### src/pl0_lex_pkg.sv
package pl0_lex_pkg;

    localparam int NAME_CHARS  = 8;   // 5..8
    localparam int NUMBER_BITS = 32;  // 8..32
    localparam int TEXT_W      = 64;
    localparam int VALUE_W     = 32;
    localparam int LEN_W       = 4;
    localparam int QUEUE_DEPTH = 4;
    localparam int QPTR_W      = $clog2(QUEUE_DEPTH);
    localparam int QCNT_W      = $clog2(QUEUE_DEPTH + 1);
    localparam int KW_COUNT    = 11;

    typedef enum logic [4:0] {
        K_END        = 5'd0,
        K_CONST      = 5'd1,
        K_BEGIN_END  = 5'd2,
        K_IF_GROUP   = 5'd3,
        K_WHILE_DO   = 5'd4,
        K_VAR        = 5'd5,
        K_READ_WRITE = 5'd6,
        K_IDENT      = 5'd7,
        K_NUMBER     = 5'd8,
        K_ASSIGN     = 5'd9,
        K_RELOP      = 5'd10,
        K_ADDOP      = 5'd11,
        K_MULOP      = 5'd12,
        K_BRACKET    = 5'd13,
        K_COMMA      = 5'd14,
        K_SEMI       = 5'd15,
        K_ERROR      = 5'd16
    } kind_t;

    localparam logic [2:0] V_NONE         = 3'd0;
    localparam logic [2:0] V_SECOND       = 3'd1;
    localparam logic [2:0] V_THIRD        = 3'd2;
    localparam logic [2:0] V_REL_LT       = 3'd0;
    localparam logic [2:0] V_REL_LE       = 3'd1;
    localparam logic [2:0] V_REL_NE       = 3'd2;
    localparam logic [2:0] V_REL_GT       = 3'd3;
    localparam logic [2:0] V_REL_GE       = 3'd4;
    localparam logic [2:0] V_REL_EQ       = 3'd5;
    localparam logic [2:0] V_ERR_BAD_CHAR = 3'd0;
    localparam logic [2:0] V_ERR_NUM_LTR  = 3'd1;

    typedef enum logic [3:0] {
        CC_SPACE,
        CC_LETTER,
        CC_DIGIT,
        CC_LT,
        CC_GT,
        CC_EQ,
        CC_SIMPLE,
        CC_END,
        CC_BAD
    } char_class_t;

    typedef enum logic [2:0] {
        MODE_IDLE,
        MODE_NAME,
        MODE_NUM,
        MODE_LT,
        MODE_GT,
        MODE_EQ,
        MODE_HALT
    } scan_mode_t;

    // Classified character as it sits in the queue.
    typedef struct packed {
        logic [7:0]  char_code;
        char_class_t cls;
        kind_t       kind;      // single-char token kind for CC_SIMPLE/END/BAD
        logic [2:0]  variant;
    } char_item_t;

    typedef struct packed {
        kind_t              kind;
        logic [2:0]         variant;
        logic [VALUE_W-1:0] number_value;
        logic               number_saturated;
        logic [TEXT_W-1:0]  name_text;
        logic [LEN_W-1:0]   name_length;
        logic               last_of_run;
    } token_t;

    typedef struct packed {
        logic       hit;
        kind_t      kind;
        logic [2:0] variant;
    } kw_hit_t;

    // Keyword text packed first character in the low byte.
    localparam logic [TEXT_W-1:0] KW_TEXT [KW_COUNT] = '{
        64'h0000_0074_736E_6F43,  // Const
        64'h0000_006E_6967_6562,  // begin
        64'h0000_0000_0064_6E65,  // end
        64'h0000_0000_0000_6669,  // if
        64'h0000_0000_6E65_6874,  // then
        64'h0000_0000_6573_6C65,  // else
        64'h0000_0065_6C69_6877,  // while
        64'h0000_0000_0000_6F64,  // do
        64'h0000_0000_0072_6156,  // Var
        64'h0000_0000_6461_6572,  // read
        64'h0000_0065_7469_7277   // write
    };
    localparam logic [LEN_W-1:0] KW_LEN [KW_COUNT] = '{
        4'd5, 4'd5, 4'd3, 4'd2, 4'd4, 4'd4, 4'd5, 4'd2, 4'd3, 4'd4, 4'd5
    };
    localparam kind_t KW_KIND [KW_COUNT] = '{
        K_CONST, K_BEGIN_END, K_BEGIN_END, K_IF_GROUP, K_IF_GROUP, K_IF_GROUP,
        K_WHILE_DO, K_WHILE_DO, K_VAR, K_READ_WRITE, K_READ_WRITE
    };
    localparam logic [2:0] KW_VAR [KW_COUNT] = '{
        V_NONE, V_NONE, V_SECOND, V_NONE, V_SECOND, V_THIRD,
        V_NONE, V_SECOND, V_NONE, V_NONE, V_SECOND
    };

    function automatic kw_hit_t kw_lookup(input logic [TEXT_W-1:0] text,
                                          input logic [LEN_W-1:0]  len);
        kw_hit_t r;
        r.hit     = 1'b0;
        r.kind    = K_IDENT;
        r.variant = V_NONE;
        for (int i = 0; i < KW_COUNT; i++) begin
            if (!r.hit && len == KW_LEN[i] && text == KW_TEXT[i]) begin
                r.hit     = 1'b1;
                r.kind    = KW_KIND[i];
                r.variant = KW_VAR[i];
            end
        end
        return r;
    endfunction

    function automatic token_t simple_token(input kind_t k, input logic [2:0] v);
        token_t t;
        t                  = '0;
        t.kind             = k;
        t.variant          = v;
        return t;
    endfunction

    function automatic char_item_t classify(input logic [7:0] c);
        char_item_t r;
        r.char_code = c;
        r.cls       = CC_BAD;
        r.kind      = K_ERROR;
        r.variant   = V_ERR_BAD_CHAR;
        if (c == 8'h20 || c == 8'h0A || c == 8'h09) begin
            r.cls = CC_SPACE;
        end else if ((c >= 8'h61 && c <= 8'h7A) || (c >= 8'h41 && c <= 8'h5A)) begin
            r.cls = CC_LETTER;
        end else if (c >= 8'h30 && c <= 8'h39) begin
            r.cls = CC_DIGIT;
        end else begin
            case (c)
                8'h3C: r.cls = CC_LT;
                8'h3E: r.cls = CC_GT;
                8'h3D: r.cls = CC_EQ;
                8'h2B: begin r.cls = CC_SIMPLE; r.kind = K_ADDOP;   r.variant = V_NONE;   end
                8'h2D: begin r.cls = CC_SIMPLE; r.kind = K_ADDOP;   r.variant = V_SECOND; end
                8'h2A: begin r.cls = CC_SIMPLE; r.kind = K_MULOP;   r.variant = V_NONE;   end
                8'h2F: begin r.cls = CC_SIMPLE; r.kind = K_MULOP;   r.variant = V_SECOND; end
                8'h28: begin r.cls = CC_SIMPLE; r.kind = K_BRACKET; r.variant = V_NONE;   end
                8'h29: begin r.cls = CC_SIMPLE; r.kind = K_BRACKET; r.variant = V_SECOND; end
                8'h2C: begin r.cls = CC_SIMPLE; r.kind = K_COMMA;   r.variant = V_NONE;   end
                8'h3B: begin r.cls = CC_SIMPLE; r.kind = K_SEMI;    r.variant = V_NONE;   end
                8'h23: begin r.cls = CC_END;    r.kind = K_END;     r.variant = V_NONE;   end
                default: r.cls = CC_BAD;
            endcase
        end
        return r;
    endfunction

endpackage

### src/pl0_lex_front.sv
// Front end: classify each accepted character and queue it for the scanner.
module pl0_lex_front
    import pl0_lex_pkg::*;
(
    input  logic       aclk,
    input  logic       aresetn,
    input  logic       s_valid,
    output logic       s_ready,
    input  logic [7:0] s_char_code,
    output logic       q_valid,
    output char_item_t q_item,
    input  logic       q_pop
);

    char_item_t        queue_reg [QUEUE_DEPTH];
    logic [QPTR_W-1:0] wr_ptr_reg, wr_ptr_next;
    logic [QPTR_W-1:0] rd_ptr_reg, rd_ptr_next;
    logic [QCNT_W-1:0] count_reg, count_next;
    logic              push;

    assign s_ready = (count_reg != QCNT_W'(QUEUE_DEPTH));
    assign push    = s_valid && s_ready;
    assign q_valid = (count_reg != '0);
    assign q_item  = queue_reg[rd_ptr_reg];

    always_comb begin
        wr_ptr_next = wr_ptr_reg;
        rd_ptr_next = rd_ptr_reg;
        count_next  = count_reg;
        if (push) begin
            wr_ptr_next = (wr_ptr_reg == QPTR_W'(QUEUE_DEPTH - 1)) ? '0 : wr_ptr_reg + 1'b1;
        end
        if (q_pop) begin
            rd_ptr_next = (rd_ptr_reg == QPTR_W'(QUEUE_DEPTH - 1)) ? '0 : rd_ptr_reg + 1'b1;
        end
        if (push && !q_pop) begin
            count_next = count_reg + 1'b1;
        end else if (!push && q_pop) begin
            count_next = count_reg - 1'b1;
        end
    end

    always_ff @(posedge aclk) begin
        if (!aresetn) begin
            wr_ptr_reg <= '0;
            rd_ptr_reg <= '0;
            count_reg  <= '0;
        end else begin
            wr_ptr_reg <= wr_ptr_next;
            rd_ptr_reg <= rd_ptr_next;
            count_reg  <= count_next;
        end
    end

    always_ff @(posedge aclk) begin
        if (push) begin
            queue_reg[wr_ptr_reg] <= classify(s_char_code);
        end
    end

endmodule

### src/pl0_lex_back.sv
// Back end: scan state, token building, output register plus one overflow slot.
module pl0_lex_back
    import pl0_lex_pkg::*;
(
    input  logic       aclk,
    input  logic       aresetn,
    input  logic       q_valid,
    input  char_item_t q_item,
    output logic       q_pop,
    output logic       m_valid,
    input  logic       m_ready,
    output token_t     m_tok
);

    scan_mode_t             mode_reg, mode_next, start_mode;
    logic [TEXT_W-1:0]      name_buf_reg, name_buf_next;
    logic [LEN_W-1:0]       name_cnt_reg, name_cnt_next;
    logic [NUMBER_BITS-1:0] acc_reg, acc_next;
    logic                   ovf_reg, ovf_next;
    logic                   m_valid_reg, m_valid_next;
    token_t                 m_tok_reg, m_tok_next;
    logic                   pend_valid_reg, pend_valid_next;
    token_t                 pend_tok_reg, pend_tok_next;

    token_t                 start_tok, first_tok, tok0, tok1;
    logic                   start_emit, first_emit, use_start;
    logic                   emit_one, emit_two;
    logic                   out_free;
    logic                   is_alnum;
    logic [NUMBER_BITS+3:0] acc_sum;
    kw_hit_t                kw;

    localparam logic [NUMBER_BITS-1:0] NUM_MAX = {NUMBER_BITS{1'b1}};

    assign out_free = !m_valid_reg || m_ready;
    assign q_pop    = q_valid && !pend_valid_reg && out_free;
    assign m_valid  = m_valid_reg;
    assign m_tok    = m_tok_reg;
    assign is_alnum = (q_item.cls == CC_LETTER) || (q_item.cls == CC_DIGIT);

    // acc*10 + digit
    assign acc_sum = {1'b0, acc_reg, 3'b000} + {3'b000, acc_reg, 1'b0}
                   + (NUMBER_BITS + 4)'(q_item.char_code[3:0]);
    assign kw = kw_lookup(name_buf_reg, name_cnt_reg);

    // Token start for the current character, used when that character begins a new token.
    always_comb begin
        start_emit = 1'b0;
        start_tok  = simple_token(q_item.kind, q_item.variant);
        start_mode = MODE_IDLE;
        case (q_item.cls)
            CC_LETTER: start_mode = MODE_NAME;
            CC_DIGIT:  start_mode = MODE_NUM;
            CC_LT:     start_mode = MODE_LT;
            CC_GT:     start_mode = MODE_GT;
            CC_EQ:     start_mode = MODE_EQ;
            CC_SIMPLE: start_emit = 1'b1;
            CC_END,
            CC_BAD: begin
                start_emit = 1'b1;
                start_mode = MODE_HALT;
            end
            default:   start_mode = MODE_IDLE;
        endcase
    end

    always_comb begin
        first_emit    = 1'b0;
        first_tok     = simple_token(K_ERROR, V_NONE);
        use_start     = 1'b0;
        mode_next     = mode_reg;
        name_buf_next = name_buf_reg;
        name_cnt_next = name_cnt_reg;
        acc_next      = acc_reg;
        ovf_next      = ovf_reg;

        case (mode_reg)
            MODE_IDLE: use_start = 1'b1;
            MODE_NAME: begin
                if (is_alnum) begin
                    if (name_cnt_reg < LEN_W'(NAME_CHARS)) begin
                        name_buf_next = name_buf_reg
                                      | (TEXT_W'(q_item.char_code) << {name_cnt_reg, 3'b000});
                    end
                    if (name_cnt_reg != '1) begin
                        name_cnt_next = name_cnt_reg + 1'b1;
                    end
                end else begin
                    first_emit            = 1'b1;
                    first_tok             = simple_token(kw.kind, kw.variant);
                    first_tok.name_text   = name_buf_reg;
                    first_tok.name_length = name_cnt_reg;
                    use_start             = 1'b1;
                end
            end
            MODE_NUM: begin
                if (q_item.cls == CC_DIGIT) begin
                    if (acc_sum[NUMBER_BITS+3:NUMBER_BITS] != '0) begin
                        acc_next = NUM_MAX;
                        ovf_next = 1'b1;
                    end else begin
                        acc_next = acc_sum[NUMBER_BITS-1:0];
                    end
                end else if (q_item.cls == CC_LETTER) begin
                    first_emit = 1'b1;
                    first_tok  = simple_token(K_ERROR, V_ERR_NUM_LTR);
                    mode_next  = MODE_HALT;
                end else begin
                    first_emit                 = 1'b1;
                    first_tok                  = simple_token(K_NUMBER, V_NONE);
                    first_tok.number_value     = VALUE_W'(acc_reg);
                    first_tok.number_saturated = ovf_reg;
                    use_start                  = 1'b1;
                end
            end
            MODE_LT: begin
                first_emit = 1'b1;
                if (q_item.cls == CC_GT) begin
                    first_tok = simple_token(K_RELOP, V_REL_NE);
                    mode_next = MODE_IDLE;
                end else if (q_item.cls == CC_EQ) begin
                    first_tok = simple_token(K_RELOP, V_REL_LE);
                    mode_next = MODE_IDLE;
                end else begin
                    first_tok = simple_token(K_RELOP, V_REL_LT);
                    use_start = 1'b1;
                end
            end
            MODE_GT: begin
                first_emit = 1'b1;
                if (q_item.cls == CC_EQ) begin
                    first_tok = simple_token(K_RELOP, V_REL_GE);
                    mode_next = MODE_IDLE;
                end else begin
                    first_tok = simple_token(K_RELOP, V_REL_GT);
                    use_start = 1'b1;
                end
            end
            MODE_EQ: begin
                first_emit = 1'b1;
                if (q_item.cls == CC_EQ) begin
                    first_tok = simple_token(K_RELOP, V_REL_EQ);
                    mode_next = MODE_IDLE;
                end else begin
                    first_tok = simple_token(K_ASSIGN, V_NONE);
                    use_start = 1'b1;
                end
            end
            default: mode_next = MODE_HALT;
        endcase

        if (use_start) begin
            mode_next = start_mode;
            if (q_item.cls == CC_LETTER) begin
                name_buf_next = TEXT_W'(q_item.char_code);
                name_cnt_next = LEN_W'(1);
            end
            if (q_item.cls == CC_DIGIT) begin
                acc_next = NUMBER_BITS'(q_item.char_code[3:0]);
                ovf_next = 1'b0;
            end
        end
    end

    // Order the zero, one or two tokens of this character.
    always_comb begin
        tok0     = first_tok;
        tok1     = start_tok;
        emit_two = first_emit && use_start && start_emit;
        emit_one = first_emit || (use_start && start_emit);
        if (!first_emit) begin
            tok0 = start_tok;
        end
        tok0.last_of_run = !emit_two;
        tok1.last_of_run = 1'b1;
    end

    always_comb begin
        m_valid_next    = m_valid_reg && !m_ready;
        m_tok_next      = m_tok_reg;
        pend_valid_next = pend_valid_reg;
        pend_tok_next   = pend_tok_reg;
        if (pend_valid_reg && out_free) begin
            m_valid_next    = 1'b1;
            m_tok_next      = pend_tok_reg;
            pend_valid_next = 1'b0;
        end else if (q_pop && emit_one) begin
            m_valid_next    = 1'b1;
            m_tok_next      = tok0;
            pend_valid_next = emit_two;
            pend_tok_next   = tok1;
        end
    end

    always_ff @(posedge aclk) begin
        if (!aresetn) begin
            mode_reg       <= MODE_IDLE;
            name_buf_reg   <= '0;
            name_cnt_reg   <= '0;
            acc_reg        <= '0;
            ovf_reg        <= 1'b0;
            m_valid_reg    <= 1'b0;
            pend_valid_reg <= 1'b0;
        end else begin
            if (q_pop) begin
                mode_reg     <= mode_next;
                name_buf_reg <= name_buf_next;
                name_cnt_reg <= name_cnt_next;
                acc_reg      <= acc_next;
                ovf_reg      <= ovf_next;
            end
            m_valid_reg    <= m_valid_next;
            pend_valid_reg <= pend_valid_next;
        end
    end

    always_ff @(posedge aclk) begin
        m_tok_reg    <= m_tok_next;
        pend_tok_reg <= pend_tok_next;
    end

endmodule

### src/pl0_style_lexer.sv
// PL/0-style lexer. One source byte per input beat on s_char_code; tokens come
// out one per beat on the m_ channel (kind, variant, number value and
// saturation flag, first eight name characters, name length, last_of_run).
// A character gives zero, one or two tokens; last_of_run marks the final
// token caused by a character.
// An accepted character goes into the queue and is scanned from there; its first
// token is registered into the output register by the edge that scans it.
// Throughput: one character per cycle while m_ready is high and each gives at most
// one token; a character that gives two tokens holds the scanner until the single
// output register has taken the second token from the spare token slot.
// A four-beat queue separates classification from scanning, so s_ready only
// drops when that queue is full; a stalled m_ready fills it and then stops
// input, with no token lost or repeated. The output beat holds while stalled.
// After the end mark '#' or an error token the scanner drops all further
// characters (they are still accepted) until reset.
// aresetn is synchronous and active low: it empties the queue, clears the
// output, and returns scanning to the between-tokens state.
module pl0_style_lexer
    import pl0_lex_pkg::*;
(
    input  logic         aclk,
    input  logic         aresetn,
    input  logic         s_valid,
    output logic         s_ready,
    input  logic [7:0]   s_char_code,
    output logic         m_valid,
    input  logic         m_ready,
    output logic [4:0]   m_token_kind,
    output logic [2:0]   m_variant,
    output logic [31:0]  m_number_value,
    output logic         m_number_saturated,
    output logic [63:0]  m_name_text,
    output logic [3:0]   m_name_length,
    output logic         m_last_of_run
);

    logic       q_valid;
    logic       q_pop;
    char_item_t q_item;
    token_t     m_tok;

    // classification plus character queue
    pl0_lex_front u_front (
        .aclk        (aclk),
        .aresetn     (aresetn),
        .s_valid     (s_valid),
        .s_ready     (s_ready),
        .s_char_code (s_char_code),
        .q_valid     (q_valid),
        .q_item      (q_item),
        .q_pop       (q_pop)
    );

    // scanner and token output stage
    pl0_lex_back u_back (
        .aclk    (aclk),
        .aresetn (aresetn),
        .q_valid (q_valid),
        .q_item  (q_item),
        .q_pop   (q_pop),
        .m_valid (m_valid),
        .m_ready (m_ready),
        .m_tok   (m_tok)
    );

    assign m_token_kind       = m_tok.kind;
    assign m_variant          = m_tok.variant;
    assign m_number_value     = m_tok.number_value;
    assign m_number_saturated = m_tok.number_saturated;
    assign m_name_text        = m_tok.name_text;
    assign m_name_length      = m_tok.name_length;
    assign m_last_of_run      = m_tok.last_of_run;

endmodule

### config.mk
export PLATFORM = sky130hd
export DESIGN_NAME = pl0_style_lexer
export DESIGN_NICKNAME = d
export VERILOG_FILES = /design/src/pl0_lex_pkg.sv /design/src/pl0_lex_front.sv /design/src/pl0_lex_back.sv /design/src/pl0_style_lexer.sv
export SDC_FILE = /design/constraint.sdc
export NUM_CORES = 1
export LEC_CHECK = 0
export ABC_AREA = 1
export BUFFER_PORTS_ARGS = -buffer_cell sky130_fd_sc_hd__clkbuf_2
export CAP_MARGIN = 20
export CELL_PAD_IN_SITES_DETAIL_PLACEMENT = 2
export CELL_PAD_IN_SITES_GLOBAL_PLACEMENT = 2
export CORE_ASPECT_RATIO = 1.75
export CORE_MARGIN = 5
export CORE_UTILIZATION = 37
export CTS_CLUSTER_DIAMETER = 40
export DETAILED_ROUTE_END_ITERATION = 10
export HOLD_SLACK_MARGIN = 0.12
export PLACE_DENSITY = 0.85
export SYNTH_ARGS = -nofsm -noshare
export SYNTH_HDL_FRONTEND = slang
export SYNTH_SLANG_ARGS = --single-unit
### constraint.sdc
create_clock -name aclk -period 5.2 [get_ports aclk]
set_input_delay 0 -clock aclk [delete_from_list [all_inputs] [get_ports aclk]]
set_output_delay 0 -clock aclk [all_outputs]
set_load 0.02 [all_outputs]
Word level (Yosys, flattened, before mapping)
Memory sizes are Yosys's and may differ from the RTL's. A register that Yosys moved wholly into a read port is not among the register bits.
Index checks and enable logic that the tools add are counted.
{"block": "op_classes", "n_addsub": 7, "n_mul": 0, "n_div": 0, "n_lt_le_gt_ge": 7, "n_eq_ne": 50, "shifts": 1, "mux": 78, "n_bitwise": 3, "n_reduce_logical": 71}
{"op": "$mux 110", "n": 7}
{"op": "$pmux 110 s5", "n": 1}
{"op": "$mux 64", "n": 5}
{"op": "$eq 64x39->1 const B", "n": 4}
{"op": "$eq 64x31->1 const B", "n": 3}
{"op": "$mux 32", "n": 5}
{"op": "$eq 64x15->1 const B", "n": 2}
{"op": "$eq 64x23->1 const B", "n": 2}
{"op": "$mux 107", "n": 1}
{"op": "$mux 105", "n": 1}
{"op": "$eq 8x6->1 const B", "n": 13}
{"op": "$mux 103", "n": 1}
{"op": "$mux 9", "n": 10}
{"op": "$pmux 8 s9", "n": 1}
{"op": "$or 64x64->64", "n": 1}
{"op": "$shl 8x7->64", "n": 1}
{"op": "$mux 8", "n": 5}
{"op": "$add 35x33->36", "n": 1}
{"op": "$add 36x4->36", "n": 1}
{"op": "$mux 4", "n": 9}
{"op": "$logic_and 1x1->1", "n": 35}
{"op": "$eq 4x3->1 const B", "n": 6}
{"op": "$mux 3", "n": 7}
{"op": "$pmux 4 s5", "n": 1}
{"op": "40 further kinds", "n": 94}
{"block": "totals", "reg_bits": 231, "latchBits": 0, "mem_bits_rw": 80, "rom_bits": 0, "out_inout_bits": 112, "memories": 1}
{"name": "u_front.queue_reg", "words": 4, "word_bits": 20, "read_ports": 1, "rd_ports_with_merged_regs": 1, "write_ports": 1, "line": "pl0_lex_front.sv:15", "source": "char_item_t queue_reg [QUEUE_DEPTH];"}

Longest topological paths before layout
{"block": "logic_depth", "depth_word": 48, "mapped_depth": 28, "depth_no_buf": 24}

Modules after synthesis
From an unflattened synthesis, not the netlist that was laid out.
{"block": "unflattened", "hier_cells": 2063, "area_unflattened_um2": 16454.5}
{"module": "pl0_lex_back", "n_inst": 1, "cells_each": 1749, "area_each_um2": 12941.2}
{"module": "pl0_lex_front", "n_inst": 1, "cells_each": 314, "area_each_um2": 3513.4}

Worst setup path before layout
OpenSTA, ideal clock, no wires.
{"block": "synth_timing", "kind": "reg-to-reg", "start": "reg (tool-made name)", "end": "reg u_back.m_tok_reg, in the netlist u_back.m_tok[0] (enable)", "arrival_ps": 3505, "required_ps": 4200, "slack_ps": 694, "path_stages_with_launch": 14, "path_buffers": 1, "synth_period_minus_slack_ps": 4506, "cell_sequence": "dfxtp_1 buf_4 inv_2 nand3_1 nand2_2 nand2_1 nor2_2 nor2_4 nand2_1 nand2_2 nor2_8 nor2_1 o21ai_0 nand2_1"}
{"element": "end signal, assigned", "line": "pl0_lex_back.sv:218", "source": "m_tok_reg <= m_tok_next;"}
{"element": "end, declared", "line": "pl0_lex_back.sv:21", "source": "token_t m_tok_reg, m_tok_next;"}

==> impl_metrics.csv <==
group,metric,value,unit
cts,clockBufferDepth,3,
yosys,netlist_top_cells_count,"nand2_1 (452), inv_1 (230), nor2_1 (205)",
yosys,yosysMostFrequentCell,"nand2_1",
setup_path,required,5600,ps
cts,cts_tree,"done",
setup_path,crit_arrival,5000,ps
sta,finalMaxSlewViolations,0,
route,drtAntennaViolNets,0,
layout,drive_above_1_share,12.8,%
yosys,synth_cell_types,49,
cts,worstSkewPairLatency,540,ps
yosys,synth_compound_gate_area_share,8.07,%
yosys,synth-edff-count,188,
cts,post-cts-setup-buffer-count,0,
sta,max_freq,217,MHz
yosys,synth_area_leaders,"edfxtp_1 (35%), dfxtp_1 (14%), nand2_1 (10%)",
cts,cts_buffers,36,
global_route,grt_use_total,27.1,%
yosys,synthFlopType,"edfxtp_1",
layout,syn_to_final_growth,15.7,%
yosys,synth_top_cell_area_share,34.9,%
floorplanning,core-area,0.0433,sq mm
global_route,grt_pass1_wl,100000,um
yosys,postSynthAreaPerCell,8.30,sq um
worst_hold_path,min_to,"u_front.queue_reg[2][18]",
power,p_per_area,548,mW/mm^2
yosys,syn_inst,1949,
worst_hold_path,hold_class,"in -> reg",
route,drt_pass1_iterations,7,
cts,holdBufCountCts,12,
setup_path,rrSetupSlack,600,ps
yosys,muxShareOfSynthArea,0,%
yosys,ys_ff_latch,303,
route,vias,14800,
setup_path,crit_path_end_kind,"flop",
yosys,synth_nets,2037,
placement,portBuffers,123,
cts,post_cts_resize_count,0,
setup_path,r2r_end,"u_back.acc_reg[19]",
sta,final.setup.worst_slack,598,ps
run_status,status,"completed",
worst_hold_path,min_from,"s_char_code[6]",
placement,routabilityCongestion,0.961,
setup_path,cp-start-kind,"flop",
yosys,synth_xor_area_share,1.30,%
floorplanning,dieArea,0.0482,sq mm
route,drtIter0Drc,804,
placement,hpwlAfterDp,50800,um
sta,worst_slew_pin_slew,894,ps
layout,largest_register_ffs,110,
route,wl_per_cell,24.9,um
setup_path,reg2reg_depth,23,
global_route,grt_max_degree,92,
floorplanning,ios,124,
yosys,synthAdderAreaFrac,6.02,%
sta,fin_tns_setup,0,ps
power,p_int,5780,uW
sta,min_period,4600,ps
worst_hold_path,hold_depth,2,
yosys,synthesis.area,0.0162,sq mm
sta,fin_crit_sh,88.5,%
power,switching_share,43.6,%
floorplanning,die_w,168,um
sta,rsz0062_at_grt,"false",
setup_path,critical_path_class,"reg -> reg",
layout,num_antenna_cells,0,
floorplanning,start_util,37.3,%
route,routed_via_density,5.55,
route,drc,0,
sta,max_slew_margin,39.9,%
power,clkPwrFrac,25.1,%
placement,dp_slack,606,ps
sta,setup_violations,0,
yosys,yosys_warnings,0,
route,wirelength,66700,um
yosys,ys_seq_area_share,49.1,%
power,ir_drop,0.000466,V
yosys,yosys.area.top_type,"edfxtp_1",
global_route,grt_pass1_vias,17000,
floorplanning,rows,101,
cts,cts.sinks,303,
floorplanning,dieHeight,287,um
sta,fin_skew,20.3,ps
power,pwr-share-comb,38.8,%
global_route,grt.overflow.total,0,
power,seqPwrFrac,36.1,%
global_route,grt_antenna_before_repair,0,
flow_run,max_cap_violations,0,
yosys,synth_top_family_by_area,"simple AND/OR/NAND/NOR gates",
layout,nNetsFinal,2168,
layout,fin_util,43.2,%
cts,root_buffer,"clkbuf_16",
cts,cts_htree_levels,2,
yosys,async_reset_ff_share,0,%
setup_path,worstPathMaxFanout,36,
cts,path_clk_slew,60,ps
power,switchingPower,4470,uW
yosys,synthSimpleGateAreaFrac,27.8,%
sta,timing_hold_violations_final,0,
power,p_leak,0.00769,uW
-- stage by stage --
step | area, sq um | std cells | hold WS, ps | total power (uW)
2_1_floorplan | 16200 | 1949 | 98.9 | 6110
3_3_place_gp | 17400 | 2596 | 263 | 7430
3_5_place_dp | 17400 | 2596 | 297 | 7690
4_1_cts | 18700 | 2674 | 275 | 10400
5_1_grt | 18700 | 2674 | 304 | 10700
6_report | 18700 | 2674 | 310 | 10300
-- cell families (layout without fill, tap and decap cells) --
group	Yosys count	in the layout
compound gates	227	227
xor+xnor	24	24
fa+ha+maj	76	76
buf+inv	311	470
flops	303	303
simple gates	1008	1008
-- per-layer routing --
metal	vias to the layer above	global-route usage (%)	wire length, um
met1	7434	24.8	21800
met4	0	17.0	4980
met5	-	0	0
met2	398	55.2	37900
li1	6779	-	-
met3	217	2.81	2070
-- power groups by stage --
stage / clock (uW) / sequential [uW] / combinational [uW]
finish: 2570 / 3700 / 3980
global route: 2710 / 3760 / 4220
CTS: 2620 / 3710 / 4020
detailed placement: 0 / 3750 / 3940
global placement: 0 / 3700 / 3730
floorplan: 0 / 4310 / 1800
-- layout make-up --
type | instances | area, sq um
Multi-Input combinational cell | 1335 | 6990
Clock inverter | 17 | 178
Inverter | 245 | 922
Timing Repair Buffer | 159 | 928
Tap cell | 566 | 708
Clock buffer | 49 | 1030
Fill cell | 4867 | 24600
Sequential cell | 303 | 7950
-- critical path, stage by stage, from the launching register on --
cell,delay [ps]
dfxtp_1,390
buf_4,400
nand2_1,90
nand3_1,120
nand2_1,120
inv_1,280
fa_1,510
fa_1,480
nand3_1,90
nand3_1,120
nand2_1,90
nand2_1,90
nand2_1,70
nand2_1,100
nand2_1,110
nand2_1,50
nand2_1,70
nand2_1,60
nor2_2,250
nand2_2,130
nor2_4,510
nand2_1,130
nand2_1,110
a21oi_1,70
-- layout by cell type, fill, tap and decap left out, types with 73 or more instances in the layout --
cell type  instances
clkbuf_2         123
inv_1            230
ha_1              73
nor2_1           203
nand2_1          451
dfxtp_1          115
nor3_1           108
a21oi_1          123
edfxtp_1         188
nand3_1          113
-- how the worst max path moves through the flow --
stage	startpoint	to	slack, ps	cells after the start
6_report	flop	u_back.acc_reg[19]	600	23
5_1_grt	flop	u_back.acc_reg[19]	200	23
4_1_cts	flop	u_back.acc_reg[19]	550	23
3_5_place_dp	flop	u_back.acc_reg[9]	610	23
3_3_place_gp	flop	u_back.acc_reg[6]	860	24
2_1_floorplan	flop	u_back.m_tok[0]	690	13
No activity file was read; power rests on OpenSTA's default activity.
